File: config.mk
export PLATFORM = sky130hd
export DESIGN_NAME = bpc_ctrl
export DESIGN_NICKNAME = d
export VERILOG_FILES = /design/src/rtl/buffer_pool_clock_replacement_top_assert.svh /design/src/rtl/bpc_pkg.sv /design/src/rtl/bpc_ctrl.sv
export SDC_FILE = /design/constraint.sdc
export NUM_CORES = 1
export LEC_CHECK = 0
export ABC_AREA = 0
export BUFFER_PORTS_ARGS = -buffer_cell sky130_fd_sc_hd__buf_2
export CORE_ASPECT_RATIO = 0.8
export CORE_MARGIN = 2
export CORE_UTILIZATION = 30
export CTS_CLUSTER_SIZE = 25
export DETAILED_ROUTE_END_ITERATION = 8
export SYNTH_ARGS = -nofsm -noshare
export SYNTH_HDL_FRONTEND = slang
export SYNTH_SLANG_ARGS = --single-unit
File: constraint.sdc
create_clock -name clk -period 2 [get_ports clk]
set_input_delay 0.5 -clock clk [delete_from_list [all_inputs] [get_ports clk]]
set_output_delay 0.5 -clock clk [all_outputs]
set_load 0.03 [all_outputs]
File: src/rtl/buffer_pool_clock_replacement_top_assert.svh
// Assertion macros used by the buffer pool frame table datapath.
`ifndef BUFFER_POOL_CLOCK_REPLACEMENT_TOP_ASSERT_SVH
`define BUFFER_POOL_CLOCK_REPLACEMENT_TOP_ASSERT_SVH

// Condition must hold at every edge outside reset.
`define BPC_ASSERT_ALWAYS(lbl, cond, msg) \
  lbl: assert property (@(posedge clk) disable iff (rst) (cond)) else $error(msg);

// Antecedent implies consequent in the same cycle.
`define BPC_ASSERT_IMPLY(lbl, ante, cons, msg) \
  lbl: assert property (@(posedge clk) disable iff (rst) (ante) |-> (cons)) else $error(msg);

`endif

File: src/rtl/bpc_pkg.sv
// Shared types, codes and constants of the buffer pool frame table.
package bpc_pkg;

  localparam int DEF_FRAMES     = 64;
  localparam int DEF_BLOCK_BITS = 24;
  localparam int DEF_PIN_BITS   = 8;

  localparam int KIND_W     = 2;
  localparam int BLK_PORT_W = 24;
  localparam int FRM_PORT_W = 6;
  localparam int STATUS_W   = 3;

  typedef enum logic [KIND_W-1:0] {
    K_FETCH = 2'd0,
    K_UNPIN = 2'd1,
    K_MARK  = 2'd2,
    K_FLUSH = 2'd3
  } kind_t;

  typedef enum logic [STATUS_W-1:0] {
    ST_HIT             = 3'd0,
    ST_MISS_LOAD       = 3'd1,
    ST_MISS_ZERO       = 3'd2,
    ST_ALL_PINNED      = 3'd3,
    ST_UNPIN_UNDERFLOW = 3'd4,
    ST_DONE            = 3'd5
  } status_t;

  // Datapath micro-operations issued by the controller.
  typedef enum logic [3:0] {
    OP_NONE,
    OP_LOOKUP,
    OP_HIT_SEL,
    OP_HIT_DONE,
    OP_FULL,
    OP_SWEEP,
    OP_VICTIM_RD,
    OP_VICTIM_WR,
    OP_UNPIN_RD,
    OP_UNPIN_WR,
    OP_MARK,
    OP_FLUSH_INIT,
    OP_FLUSH_RD,
    OP_FLUSH_WR,
    OP_FLUSH_NONE
  } dp_op_t;

  typedef enum logic [3:0] {
    S_IDLE,
    S_DISPATCH,
    S_RESOLVE,
    S_HIT,
    S_FULL,
    S_SWEEP,
    S_VICTIM,
    S_UNPIN,
    S_MARK,
    S_FLUSH_FIRST,
    S_FLUSH_RD,
    S_FLUSH_WR,
    S_FLUSH_NONE
  } bpc_state_t;

  typedef struct packed {
    logic   load;
    dp_op_t op;
  } cmd_t;

  typedef struct packed {
    kind_t kind;
    logic  hit;
    logic  any_free;
    logic  hand_pinned;
    logic  hand_ref;
    logic  out_free;
    logic  pend_empty;
    logic  pend_last;
  } stat_t;

endpackage

File: src/rtl/bpc_ctrl.sv
// Frame table controller: sequences each request through datapath micro-operations.
module bpc_ctrl import bpc_pkg::*; (
  input  logic  clk,
  input  logic  rst,
  input  logic  in_valid,
  output logic  in_ready,
  input  stat_t st,
  output cmd_t  cmd
);

  bpc_state_t state;
  bpc_state_t state_next;

  always_ff @(posedge clk) begin
    if (rst) begin
      state <= S_IDLE;
    end else begin
      state <= state_next;
    end
  end

  always_comb begin
    state_next = state;
    in_ready   = 1'b0;
    cmd.load   = 1'b0;
    cmd.op     = OP_NONE;
    case (state)
      S_IDLE: begin
        in_ready = 1'b1;
        if (in_valid) begin
          cmd.load   = 1'b1;
          state_next = S_DISPATCH;
        end
      end
      S_DISPATCH: begin
        case (st.kind)
          K_FETCH: begin
            cmd.op     = OP_LOOKUP;
            state_next = S_RESOLVE;
          end
          K_UNPIN: begin
            cmd.op     = OP_UNPIN_RD;
            state_next = S_UNPIN;
          end
          K_MARK: begin
            state_next = S_MARK;
          end
          K_FLUSH: begin
            cmd.op     = OP_FLUSH_INIT;
            state_next = S_FLUSH_FIRST;
          end
          default: begin
            state_next = S_IDLE;
          end
        endcase
      end
      S_RESOLVE: begin
        if (st.hit) begin
          cmd.op     = OP_HIT_SEL;
          state_next = S_HIT;
        end else if (!st.any_free) begin
          state_next = S_FULL;
        end else begin
          state_next = S_SWEEP;
        end
      end
      S_HIT: begin
        if (st.out_free) begin
          cmd.op     = OP_HIT_DONE;
          state_next = S_IDLE;
        end
      end
      S_FULL: begin
        if (st.out_free) begin
          cmd.op     = OP_FULL;
          state_next = S_IDLE;
        end
      end
      S_SWEEP: begin
        // pinned frames are passed over, referenced ones get a second chance
        if (st.hand_pinned || st.hand_ref) begin
          cmd.op = OP_SWEEP;
        end else begin
          cmd.op     = OP_VICTIM_RD;
          state_next = S_VICTIM;
        end
      end
      S_VICTIM: begin
        if (st.out_free) begin
          cmd.op     = OP_VICTIM_WR;
          state_next = S_IDLE;
        end
      end
      S_UNPIN: begin
        if (st.out_free) begin
          cmd.op     = OP_UNPIN_WR;
          state_next = S_IDLE;
        end
      end
      S_MARK: begin
        if (st.out_free) begin
          cmd.op     = OP_MARK;
          state_next = S_IDLE;
        end
      end
      S_FLUSH_FIRST: begin
        if (st.pend_empty) begin
          state_next = S_FLUSH_NONE;
        end else begin
          cmd.op     = OP_FLUSH_RD;
          state_next = S_FLUSH_WR;
        end
      end
      S_FLUSH_RD: begin
        cmd.op     = OP_FLUSH_RD;
        state_next = S_FLUSH_WR;
      end
      S_FLUSH_WR: begin
        if (st.out_free) begin
          cmd.op     = OP_FLUSH_WR;
          state_next = st.pend_last ? S_IDLE : S_FLUSH_RD;
        end
      end
      S_FLUSH_NONE: begin
        if (st.out_free) begin
          cmd.op     = OP_FLUSH_NONE;
          state_next = S_IDLE;
        end
      end
      default: begin
        state_next = S_IDLE;
      end
    endcase
  end

endmodule

==> impl_metrics.toml <==
[global_routing]
grt_pass1_vias = 831
grt_antenna_before_repair = 0
grt_pass1_wl_um = 3636
grt_use_total = 0.1765
grt_max_degree = 16
grt_overflow = 0

[floorplan]
die_w_um = 56.86
core_um2 = 2140
die_h_um = 46.29
die_area_um2 = 2632
ios = 18
initial_utilization = 0.3135
rows = 15

[finish]
n_fill_cell = 214
layout_common_cells = "buf_4 (23), buf_2 (12), nor2_1 (11)"
largest_reg_flops = 4
regMostFlops = "state"
n_antenna_cell = 0
largest_registers = "state x4"
drive_above_1_share = 0.5255
syn_to_final_growth_pct = 71.08
fin_util = 0.5363
final_cells = 162
nets = 155
final_common_cell = "buf_4"

[clocking]
cts_buffers = 3
hold_buffers = 0
tritoncts = "done"
clkTransAtPathRegs_ps = 40
cts-root-buf = "clkbuf_4"
clk_path_buf_depth = 2
cts.sinks = 4
clk_latency_ps = 240
htree_levels = 1

[sta]
max_freq_ghz = 0.4719
tightest_slew_ps = 379.4
fin_crit_sh = 1.060
skew_ps = 1.991
finalSetupViolations = 3
worst_slack_ps = -119.0
slew_headroom = 0.7471
hold_viol = 0
layout_min_cycle_time_ps = 2119
setup_tns_ps = -298.5
slew_viol_final = 0
rsz0062_at_grt = "yes"

[setup_path]
endpoint_kind = "output port"
required_ps = 1500
reg2reg_from = "state[1]"
critPathLaunchType = "input pin"
crit_type = "in -> out"
reg2regPathDepth = 7
r2r_slack_ps = 260
cp_max_fo = 2
r2r_end = "state[3]"
crit_arrival_ps = 1620

[pwr]
power_leakage_nw = 0.4822
p_per_area_nw_per_um2 = 1255
vdd_drop_max_mv = 0.7923
power_w = 0.001440

[routing]
num_vias = 886
avgRoutedWirePerCell_um = 14.54
drc = 0
antenna_left = 0
via_per_inst = 5.469
first_iter_violations = 34
wirelength_um = 2356
firstDrtPassIters = 4

[status]
status = "finished with violations"
violations = "setup timing"

[logic_synthesis]
yosys_warnings = 0
netlist-cell-type-count = 36
seq_area_frac_synth = 0.1194
syn_inst = 100
synth_seq_cells = 4
async_flop_share = 0
synth_ff_type = "dfxtp_1"
synth.net_count = 116
avgSynthCellArea_um2 = 6.706
synth_edf_count = 0
netlist_area_um2 = 670.6

[placement]
pre_cts_slack_ps = -298.0
gp_congestion = 0.8598
port_buffers = 17
dp.cells = 156
dp_hpwl_um = 1710

[flow_run]
drv_cap = 0

[hold_path]
hold_path.class = "in -> reg"
hold_depth = 2
min_to = "state[2]"
worstHoldStart = "rst"
==> power by group <==
part | switching (W) | total, W | internal (W)
clock | 0.0000336 | 0.000101 | 0.0000672
sequential | 0.0000658 | 0.000181 | 0.000115
combinational | 0.000626 | 0.00116 | 0.000533
==> cell usage after synthesis, types with 2 or more instances <==
master	number	area share
a21oi_1	10	0.075
a32oi_1	3	0.039
and3_1	2	0.019
buf_2	4	0.030
clkbuf_1	3	0.017
dfxtp_1	4	0.12
ha_1	4	0.075
inv_1	6	0.034
nand2_1	7	0.039
nand2b_1	2	0.019
nor2_1	11	0.062
nor2b_1	5	0.047
nor3_1	4	0.030
o211ai_1	3	0.034
o21ai_0	9	0.067
or3_1	3	0.028
==> critical path, cell delays in order <==
cell     delay [ps]
buf_8           100
inv_6            50
ha_4            190
or3_4           330
a21oi_2         150
o21ai_2          80
o31ai_4          60
buf_6           160
==> logic make-up after synthesis <==
family	synth area share
AOI/OAI and AO/OA	0.4105
adders and majority gates	0.07463
buffers and inverters	0.08581
DFF	0.1194
muxes	0.03731
and+or+nand+nor	0.2724
==> layer usage <==
layer | share of wire | GRT usage
met1 | 0.47 | 0.2268
met2 | 0.48 | 0.3116
met3 | 0.054 | 0.04494
met4 | 0 | 0.02326
met5 | 0 | 0
==> area by class of cell <==
type                       count  area, um2  share of cell area
clock buffer                   3      22.52             0.01963
inverter                       6      30.03             0.02617
multi-input combinational     82      661.9              0.5769
sequential                     4      86.33             0.07525
tap                           25      31.28             0.02726
timing repair buffer          42      315.3              0.2748
==> per-stage QoR <==
stage / area (um2) / hold slack [ps]
finish: 1147 / 483.7
global route: 1147 / 492.2
CTS: 1061 / 481.6
detailed placement: 959.7 / 590.5
global placement: 959.7 / 581.7
floorplan: 714.4 / 572.4
==> how the worst max path moves through the flow <==
stage                     startpoint      to  depth (start not counted)
after floorplan             state[0]  cmd[4]                          4
after global placement         st[7]  cmd[0]                          8
after detailed placement       st[7]  cmd[0]                          8
after CTS                      st[8]  cmd[0]                          8
after global routing           st[7]  cmd[0]                          8
final                          st[7]  cmd[0]                          8
==> repair_timing <==
item                                   CTS  global route
resized for setup                       22            15
buffers inserted                         1             2
endpoints found under the hold margin    0             0
gates cloned                             0             0
pin swaps                                5             5
setup endpoints to repair                4             5
(Power assumes the default switching activity.)
